[config.mk]
export PLATFORM = sky130hd
export DESIGN_NAME = d8fa_ctrl
export DESIGN_NICKNAME = d
export VERILOG_FILES = /design/src/rtl/d8fa_pkg.sv /design/src/rtl/d8fa_ctrl.sv
export VERILOG_INCLUDE_DIRS = /design/src /design/src/rtl
export SDC_FILE = /design/constraint.sdc
export NUM_CORES = 1
export LEC_CHECK = 0
export BUFFER_PORTS_ARGS = -buffer_cell sky130_fd_sc_hd__buf_4
export CAP_MARGIN = 20
export CELL_PAD_IN_SITES_DETAIL_PLACEMENT = 1
export CELL_PAD_IN_SITES_GLOBAL_PLACEMENT = 1
export CORE_AREA = 2 2 39 41
export DETAILED_ROUTE_END_ITERATION = 6
export DIE_AREA = 0 0 41 43
export PLACE_DENSITY_LB_ADDON = 0.1
export SLEW_MARGIN = 20
export SYNTH_ARGS = -nofsm -noshare
export SYNTH_HDL_FRONTEND = slang
export SYNTH_SLANG_ARGS = --single-unit
export TNS_END_PERCENT = 20
[constraint.sdc]
create_clock -name clk -period 2.65 [get_ports clk]
set_input_delay 0.1325 -clock clk [delete_from_list [all_inputs] [get_ports clk]]
set_output_delay 0.1325 -clock clk [all_outputs]
set_load 0.01 [all_outputs]
[src/rtl/d8_flow_accumulation_macros.svh]
// Assertion macros shared by the flow accumulation RTL.
// Each macro samples on the rising edge of clk and is disabled during rst.
`ifndef D8_FLOW_ACCUMULATION_MACROS_SVH
`define D8_FLOW_ACCUMULATION_MACROS_SVH

`ifndef SYNTHESIS
// Same-cycle implication.
`define D8FA_ASSERT_NOW(lbl, ante, cons) \
  lbl: assert property (@(posedge clk) disable iff (rst) (ante) |-> (cons)) \
    else $error("d8fa assertion failed");
// Next-cycle implication.
`define D8FA_ASSERT_NEXT(lbl, ante, cons) \
  lbl: assert property (@(posedge clk) disable iff (rst) (ante) |=> (cons)) \
    else $error("d8fa assertion failed");
`else
`define D8FA_ASSERT_NOW(lbl, ante, cons)
`define D8FA_ASSERT_NEXT(lbl, ante, cons)
`endif

`endif

[src/rtl/d8fa_pkg.sv]
`timescale 1ns / 1ps
package d8fa_pkg;

  localparam int GRID_ROWS  = 256;
  localparam int GRID_COLS  = 256;
  localparam int GRID_DEPTH = GRID_ROWS * GRID_COLS;
  localparam int ADDR_W     = $clog2(GRID_DEPTH);

  localparam int COORD_W     = 8;
  localparam int AREA_W      = 48;
  localparam int CELL_AREA_W = 24;
  localparam int DIR_W       = 4;
  localparam int STATUS_W    = 2;

  localparam logic [AREA_W-1:0]      AREA_MAX        = '1;
  localparam logic [CELL_AREA_W-1:0] CELL_AREA_RESET = CELL_AREA_W'(1);

  localparam logic [DIR_W-1:0] DIR_MIN    = DIR_W'(1);
  localparam logic [DIR_W-1:0] DIR_OUTLET = DIR_W'(5);
  localparam logic [DIR_W-1:0] DIR_MAX    = DIR_W'(9);

  localparam logic [STATUS_W-1:0] ST_OK        = 2'd0;
  localparam logic [STATUS_W-1:0] ST_BAD_DIR   = 2'd1;
  localparam logic [STATUS_W-1:0] ST_OFF_GRID  = 2'd2;
  localparam logic [STATUS_W-1:0] ST_SATURATED = 2'd3;

  // Signed coordinate with room for one step either side of the 8-bit range.
  typedef logic signed [COORD_W+1:0] coord_ext_t;
  typedef logic signed [1:0]         step_t;

  // Commands from the controller to the datapath.
  typedef struct packed {
    logic clr_step;   // write zero to the next entry of the clearing pass
    logic take;       // accept a cell and read its own entry
    logic rd_nbr;     // register the own sum and read the neighbour entry
    logic fin_err;    // load an error result
    logic fin_own;    // write the outlet entry and load its result
    logic fin_nbr;    // write the neighbour entry and load its result
  } d8fa_cmd_t;

  // Status from the datapath to the controller.
  typedef struct packed {
    logic clr_last;   // clearing pass is at its last entry
    logic reject;     // latched cell has a bad direction or is off the grid
    logic outlet;     // latched cell drains into itself
    logic out_free;   // result register can take a new result
  } d8fa_sts_t;

  // Keypad row step: top row of the keypad points one row up.
  function automatic step_t row_step(input logic [DIR_W-1:0] dir);
    step_t s;
    case (dir) inside
      4'd1, 4'd2, 4'd3: s = 2'sd1;
      4'd7, 4'd8, 4'd9: s = -2'sd1;
      default:          s = 2'sd0;
    endcase
    return s;
  endfunction

  function automatic step_t col_step(input logic [DIR_W-1:0] dir);
    step_t s;
    case (dir) inside
      4'd1, 4'd4, 4'd7: s = -2'sd1;
      4'd3, 4'd6, 4'd9: s = 2'sd1;
      default:          s = 2'sd0;
    endcase
    return s;
  endfunction

endpackage

[src/rtl/d8fa_ctrl.sv]
`timescale 1ns / 1ps
`include "d8_flow_accumulation_macros.svh"
module d8fa_ctrl (
  input  logic                clk,
  input  logic                rst,
  input  logic                in_valid,
  output logic                in_ready,
  input  d8fa_pkg::d8fa_sts_t sts,
  output d8fa_pkg::d8fa_cmd_t cmd
);
  import d8fa_pkg::*;

  localparam logic [1:0] S_CLEAR = 2'd0;
  localparam logic [1:0] S_IDLE  = 2'd1;
  localparam logic [1:0] S_SUM   = 2'd2;
  localparam logic [1:0] S_ADD   = 2'd3;

  logic [1:0] state;
  logic [1:0] state_next;

  always_comb begin
    cmd        = '0;
    state_next = state;
    in_ready   = 1'b0;
    case (state)
      S_CLEAR: begin
        cmd.clr_step = 1'b1;
        if (sts.clr_last) begin
          state_next = S_IDLE;
        end
      end
      S_IDLE: begin
        in_ready = 1'b1;
        if (in_valid) begin
          cmd.take   = 1'b1;
          state_next = S_SUM;
        end
      end
      S_SUM: begin
        if (sts.reject) begin
          if (sts.out_free) begin
            cmd.fin_err = 1'b1;
            state_next  = S_IDLE;
          end
        end else if (sts.outlet) begin
          if (sts.out_free) begin
            cmd.fin_own = 1'b1;
            state_next  = S_IDLE;
          end
        end else begin
          cmd.rd_nbr = 1'b1;
          state_next = S_ADD;
        end
      end
      S_ADD: begin
        if (sts.out_free) begin
          cmd.fin_nbr = 1'b1;
          state_next  = S_IDLE;
        end
      end
      default: begin
        state_next = S_IDLE;
      end
    endcase
  end

  always_ff @(posedge clk) begin
    if (rst) begin
      state <= S_CLEAR;
    end else begin
      state <= state_next;
    end
  end

  `D8FA_ASSERT_NOW(a_fin_needs_room, cmd.fin_err || cmd.fin_own || cmd.fin_nbr, sts.out_free)
  `D8FA_ASSERT_NOW(a_one_writer, 1'b1, $onehot0({cmd.clr_step, cmd.fin_own, cmd.fin_nbr}))
  `D8FA_ASSERT_NEXT(a_take_then_sum, cmd.take, state == S_SUM)

endmodule

## After elaboration in Yosys (flattened, before gate mapping)

Cells that the tools add are included.

- Word-level logic and storage cells: 26
- Bits in registers: 2
- Bits of input ports: 7
- Output and inout bits: 7

- Reduce and logical (&&, ||, !) cells: 2
- Eq/ne operators: 5
- Muxes and demuxes: 18

Operators by type and width:

| kind | number |
|---|---|
| $mux 1 | 11 |
| $mux 2 | 5 |
| $pmux 2 s4 | 1 |
| $eq 2x2->1 const B | 2 |
| $ne 2x2->1 const B | 2 |
| $mux 3 | 1 |
| $eq 2x1->1 const B | 1 |
| $logic_not 2->1 | 1 |
| $reduce_and 2->1 | 1 |

## Depth between registers and ports, before layout

Gate-level depths: netlist (run 1).

- Depth after elaboration: 4
- Gate-level depth with buffers: 3
- Gate-level depth less buffers: 3

## Least setup slack after synthesis (run 1)

Ideal clock, no wire load.

- Path kind: register -> output
- Start: register state[0]
- End: output port cmd[4] (netlist name)
- Cell stages (with the launch flop): 3
- Setup slack: 1,660 ps
- Required time: 2,518 ps
- Data arrival time: 858 ps
- Cell sequence: dfxtp_1 -> and2b_1 -> and2_1

RTL lines:

| what | line | text |
|---|---|---|
| start, declared | d8fa_ctrl.sv:18 | `logic [1:0] state;` |
| start signal, assigned | d8fa_ctrl.sv:71 | `state <= state_next;` |
| end, declared | d8fa_ctrl.sv:9 | `output d8fa_pkg::d8fa_cmd_t cmd` |

==> results of run 1 <==
## metrics by stage
step           cells    util
6_report          51  0.2260
5_1_grt           51  0.2260
4_1_cts           51  0.2260
3_5_place_dp      48  0.2098
3_3_place_gp      48  0.2098
2_1_floorplan     19       -
## synthesized netlist by cell type, drive strengths merged
master,count
a211oi,1
nand2b,1
and2,1
and4b,1
nor4b,1
nor3,2
nor2,2
nor2b,3
and3,2
a21oi,2
and2b,1
dfxtp,2
## worst paths after layout
kind                                 end      from  slack [ns]  cells past startpoint
worst max-delay path              cmd[4]  state[1]        1.30                      3
worst min-delay path            state[0]       rst        0.07                      2
worst max register to register  state[1]  state[1]        1.61                      3
worst min register to register  state[1]  state[1]        0.59                      2
## per-layer routing
| metal | up-vias | track usage | share of wire |
|---|---|---|---|
| met1 | 85 | 0.09265 | 0.43 |
| met5 | - | 0 | 0 |
| met3 | 2 | 0.05236 | 0.10 |
| li1 | 102 | - | - |
| met4 | 0 | 0.08000 | 0.011 |
| met2 | 7 | 0.08125 | 0.45 |
## cell type report
cell class | instances | area [um2]
multi-input combinational | 17 | 132.6
sequential | 2 | 40.04
clock buffer | 3 | 22.52
fill | 161 | 1071
timing repair buffer | 13 | 97.59
tap | 16 | 20.02
## critical path, cell delays in order, from the launching register on
cell     delay [ns]
dfxtp_1        0.45
and2b_1        0.25
and2_1         0.16
buf_4          0.13
## logic make-up (layout without fill, tap and decap cells)
family / after synthesis / after routing / synth area share
buffers and inverters: 0 / 16 / 0
AO/OA/AOI/OAI: 3 / 3 / 0.1739
flip-flops: 2 / 2 / 0.2319
AND/OR/NAND/NOR: 14 / 14 / 0.5943
## power by group through the flow
stage / Clock [mW] / Sequential (mW) / Combinational [mW]
floorplan: 0 / 0.0374 / 0.0171
global placement: 0 / 0.0389 / 0.0375
detailed placement: 0 / 0.0388 / 0.0371
CTS: 0.0733 / 0.0382 / 0.0372
global route: 0.0768 / 0.0390 / 0.0407
finish: 0.0684 / 0.0383 / 0.0367
==> metrics.md, run 1 <==
| Metric | Value |
|---|---|
| Period utilization | `0.5077` |
| Syn Nets | `26` |
| Area grow syn2layout | `81.16%` |
| Inserted Diodes | `0` |
| Max FFs per register | `2` |
| Largest net degree at the start of global routing | `9` |
| Total track usage | `0.07715` |
| Drt drc | `0` |
| First-pass GRT wire length | `828 um` |
| Slew headroom | `0.8109` |
| Port-buffer cells | `13` |
| ANT nets after route | `0` |
| Top post-synthesis cells by area | `dfxtp_1 23%, nor4b_4 14%, nor2b_1 11%, a21oi_2 10%, a211oi_2 7.2%` |
| Vias after detailed routing | `196` |
| Register area share after synthesis | `0.2319` |
| CP Launch Type | `register` |
| Routability congestion estimate from global placement | `0.6362` |
| Worst-case vdd ir drop | `159.1 uV` |
| Comb pwr share | `0.256` |
| CTS clk-pin slew, worst paths | `0.03 ns` |
| Synth Warn # | `0` |
| Core area | `0.001384 mm2` |
| Layout net count | `44` |
| Internal Power | `103.9 uW` |
| RSZ-0062 raised after global routing | `false` |
| Pwr per Cell Area | `458.3 mW/mm2` |
| Clock buffer depth | `2` |
| Hold Path Class | `input pin to register` |
| Skew-Pair Late Insertion Delay | `0.23 ns` |
| Grt total ovfl | `0` |
| Cts hold-fix bufs | `0` |
| Synthesized area per cell | `9.088 um2` |
| Netlist cell types | `12` |
| CP endpoint kind | `output port` |
| Setup Skew | `0.005264 ns` |
| CTS Buf Count | `3` |
| Layout cell share with drive strength beyond 1 | `0.5714` |
| Worst setup margin | `1.305 ns` |
| Switching part of the total | `0.2752` |
| Critical Path AT | `1.21 ns` |
| Commonest cells after routing, fill and taps aside | `13 x buf_4, 3 x nor2b_1, 3 x clkbuf_4` |
| Required time of the worst setup path | `2.52 ns` |
| Initial antenna violation count | `0` |
| Net Sw Power | `39.45 uW` |
| # clock sinks | `2` |
| I/O pin total | `14` |
| Root Buffer | `clkbuf_4` |
| LEAKAGE | `0.1451 nW` |
| Status | `completed` |
| Design Area, Final | `312.8 um2` |
| Vias in the first global route | `193` |
| Syn Inst Count | `19` |
| Clk pwr share | `0.477` |
| Die W | `41 um` |
| Final setup fails | `0` |
| WS Path Type | `register to output port` |
| Seq cells post-synth | `2` |
| Post-Place Worst Slack | `1.543 ns` |
| Setup Total Neg Slack | `0 ns` |
| Area post-placement | `290.3 um2` |
| Min cycle time layout | `1.345 ns` |
| H-tree level count | `1` |
| Drt total wl | `529 um` |
| Top-area cell type share of the netlist area | `0.2319` |
| Worst Path Max Fanout | `8` |
| DRT Pass-1 Iters | `2` |
| Starting Density | `0.1248` |
| Largest area contributor in the netlist | `dfxtp_1` |
| Routed wire length per instance | `10.37 um` |
| HPWL after DPL | `408.6 um` |
| Max-capacitance violation count | `0` |
| Detailed Route Iter0 Violations | `1` |
| CTS resizes | `0` |
| Worst-Margin Slew | `0.2832 ns` |
| Post-DR vias/cell | `3.843` |
| Overall power | `143.3 uW` |
| WHS | `0.07437 ns` |
| Setup bufs post-CTS | `0` |
| Row Count | `14` |
| Die H | `43 um` |
| Largest regs | `state x2` |
| Most common cell after layout, fill and taps aside | `buf_4` |
| Slew Limit Fails | `0` |
| Synth Cell Area | `172.7 um2` |
| Largest Register | `state` |
| Final hold viol count | `0` |
| TritonCTS clock tree | `built` |
| Power share of the sequential group | `0.267` |
| Die area | `0.001763 mm2` |
| FMAX | `743.3 MHz` |
(Power assumes the default switching activity.)
==> run 2: changes to the inputs <==
clock period = 1.2 ns   (was 2.65 ns; I/O delays follow)
==> run 2 against run 1 <==
  * First-iteration DRC count fell by 100%
  * Flip-flop and latch count did not move
  * Cell count rose by 5.9%
  * Utilization rose by 2.4 points
  * Global-route usage fell by 1.1 points
  * Highest routed layer unchanged
  * Critical endpoint unchanged
  * Non-clock buffer count rose by 3
  * Combinational power rose by 150%
  * Cell area rose by 10%
  * Clock-buffer cell count did not move
  * Sequential power rose by 120%
  * Clock power rose by 120%
  * Total power rose by 130%
==> metrics.md, run 2 (synthesis results as in run 1) <==
| Metric | Value |
|---|---|
| Status | `completed` |
| Critical path's slowest cell | `dfxtp_4` |
| RR Startpoint | `state[0]` |
| ANT nets after route | `0` |
| Worst-case vdd ir drop | `241.7 uV` |
| Min cycle time layout | `1.140 ns` |
| Cells after DPL | `48` |
| Reg-to-reg endpoint | `state[1]` |
| Design Area, Final | `345.3 um2` |
| Period utilization | `0.9502` |
| Worst r2r path cells | `3` |
| Die area | `0.001763 mm2` |
| RSZ-0062 raised after global routing | `false` |
| CP startpoint | `state[1]` |
| Initial antenna violation count | `0` |
| Most common cell after layout, fill and taps aside | `buf_4` |
| Layout cell share with drive strength beyond 1 | `0.6579` |
| Worst path bufs/invs | `1` |
| M3 GR Usage | `0.03141` |
| Area grow syn2layout | `100.0%` |
| Vias in the first global route | `174` |
| Slew Limit Fails | `0` |
| Final setup fails | `0` |
| Cell Chain, Critical Path | `and2b_1 -> and2_1 -> buf_4` |
| Total track usage | `0.06607` |
| Largest net degree at the start of global routing | `9` |
| DRT Pass-1 Iters | `1` |
| H-tree level count | `1` |
| FMAX | `877.0 MHz` |
| Routability congestion estimate from global placement | `0.6257` |
| Clock buffer depth | `2` |
| Max-capacitance violation count | `0` |
| Setup Total Neg Slack | `0 ns` |
| Port-buffer cells | `13` |
| Largest regs | `state x2` |
| Required time of the worst setup path | `1.14 ns` |
| First-pass GRT wire length | `745 um` |
| Row Count | `14` |
| LEAKAGE | `0.1609 nW` |
| Drt drc | `0` |
| Worst Path Max Fanout | `8` |
| Hold Path Class | `input pin to register` |
| Inserted Diodes | `0` |
| Root Buffer | `clkbuf_4` |
| Commonest cells after routing, fill and taps aside | `15 x buf_4, 3 x clkbuf_4` |
| R2r setup slk | `0.27 ns` |
| CP Launch Type | `register` |
| CTS Buf Count | `3` |
| HPWL after DPL | `403.6 um` |
| CTS clk-pin slew, worst paths | `0.03 ns` |
| Post-Place Worst Slack | `0.1553 ns` |
| Worst-Margin Slew | `0.2467 ns` |
| Critical Path Stages | `3` |
| Pwr per Cell Area | `944.2 mW/mm2` |
| Overall power | `326.1 uW` |
| Die W | `41 um` |
| Largest Register | `state` |
| I/O pin total | `14` |
| Drt total wl | `517 um` |
| Post-DR vias/cell | `3.981` |
| Starting Density | `0.1248` |
| # clock sinks | `2` |
| Vias after detailed routing | `215` |
| Core area | `0.001384 mm2` |
| Slew headroom | `0.8348` |
| Worst setup margin | `0.05979 ns` |
| Critical Path AT | `1.08 ns` |
| Setup Skew | `0.0001590 ns` |
| Max FFs per register | `2` |
| Area post-placement | `290.3 um2` |
| Skew-Pair Late Insertion Delay | `0.22 ns` |
| WS Path Type | `register to output port` |
| Gr busiest metal | `met2` |
| Worst setup endpoint | `cmd[4]` |
| Max incr delay on CP | `0.37 ns` |
| Final hold viol count | `0` |
| TritonCTS clock tree | `built` |
| Die H | `43 um` |
| Layout net count | `47` |
| Routed wire length per instance | `9.574 um` |
| CP top delay family | `flip-flops` |
| Met2 Resource Use GR | `0.08438` |
| Met1 global-route usage | `0.07643` |
| Detailed Route Iter0 Violations | `0` |
| Final std cells w/o fill | `54` |
| CP endpoint kind | `output port` |
| Grt total ovfl | `0` |
-- run 2: how the worst min path moves through the flow --
stage	from	to	slack, ns	depth (start not counted)
2_1_floorplan	rst	state[1]	0.12	1
4_1_cts	in_valid	state[1]	0.14	3
3_3_place_gp	rst	state[0]	0.25	2
3_5_place_dp	rst	state[1]	0.24	2
6_report	in_valid	state[1]	0.14	3
5_1_grt	in_valid	state[1]	0.14	3
-- run 2: cell type report --
type | count | area, um2
tap | 16 | 20.02
fill | 177 | 1039
sequential | 2 | 45.04
multi-input combinational | 17 | 135.1
timing repair buffer | 16 | 122.6
clock buffer | 3 | 22.52
-- run 2: timing repair --
item,4_1_cts,5_1_grt
pin swaps,0,1
resized for setup,3,1
hold buffers,1,0
hold endpoints to repair,1,0
cloned,0,0
buffers inserted,0,2
endpoints found under the setup margin,4,2
-- run 2: through the flow --
| step | util | hold WS [ns] |
|---|---|---|
| 3_3_place_gp | 0.2098 | 0.2490 |
| 6_report | 0.2495 | 0.1369 |
| 4_1_cts | 0.2369 | 0.1357 |
| 2_1_floorplan | - | 0.1224 |
| 3_5_place_dp | 0.2098 | 0.2401 |
| 5_1_grt | 0.2495 | 0.1382 |
-- run 2: report_power, final --
| group | internal, mW | switching [mW] | total [mW] |
|---|---|---|---|
| sequential | 0.0728 | 0.0118 | 0.0846 |
| clock | 0.110 | 0.0394 | 0.150 |
| combinational | 0.0553 | 0.0363 | 0.0916 |
-- run 2: per-layer routing --
| metal | part of all wire | vias up |
|---|---|---|
| met2 | 0.48 | 9 |
| met4 | 0.025 | 0 |
| met5 | 0 | - |
| li1 | - | 109 |
| met3 | 0.11 | 2 |
| met1 | 0.39 | 95 |
-- run 2: worst reg2reg max path, cell delays in order (launching register included) --
cell	delay [ns]
dfxtp_2	0.35
nor4b_4	0.32
a21oi_2	0.06
a21oi_2	0.13
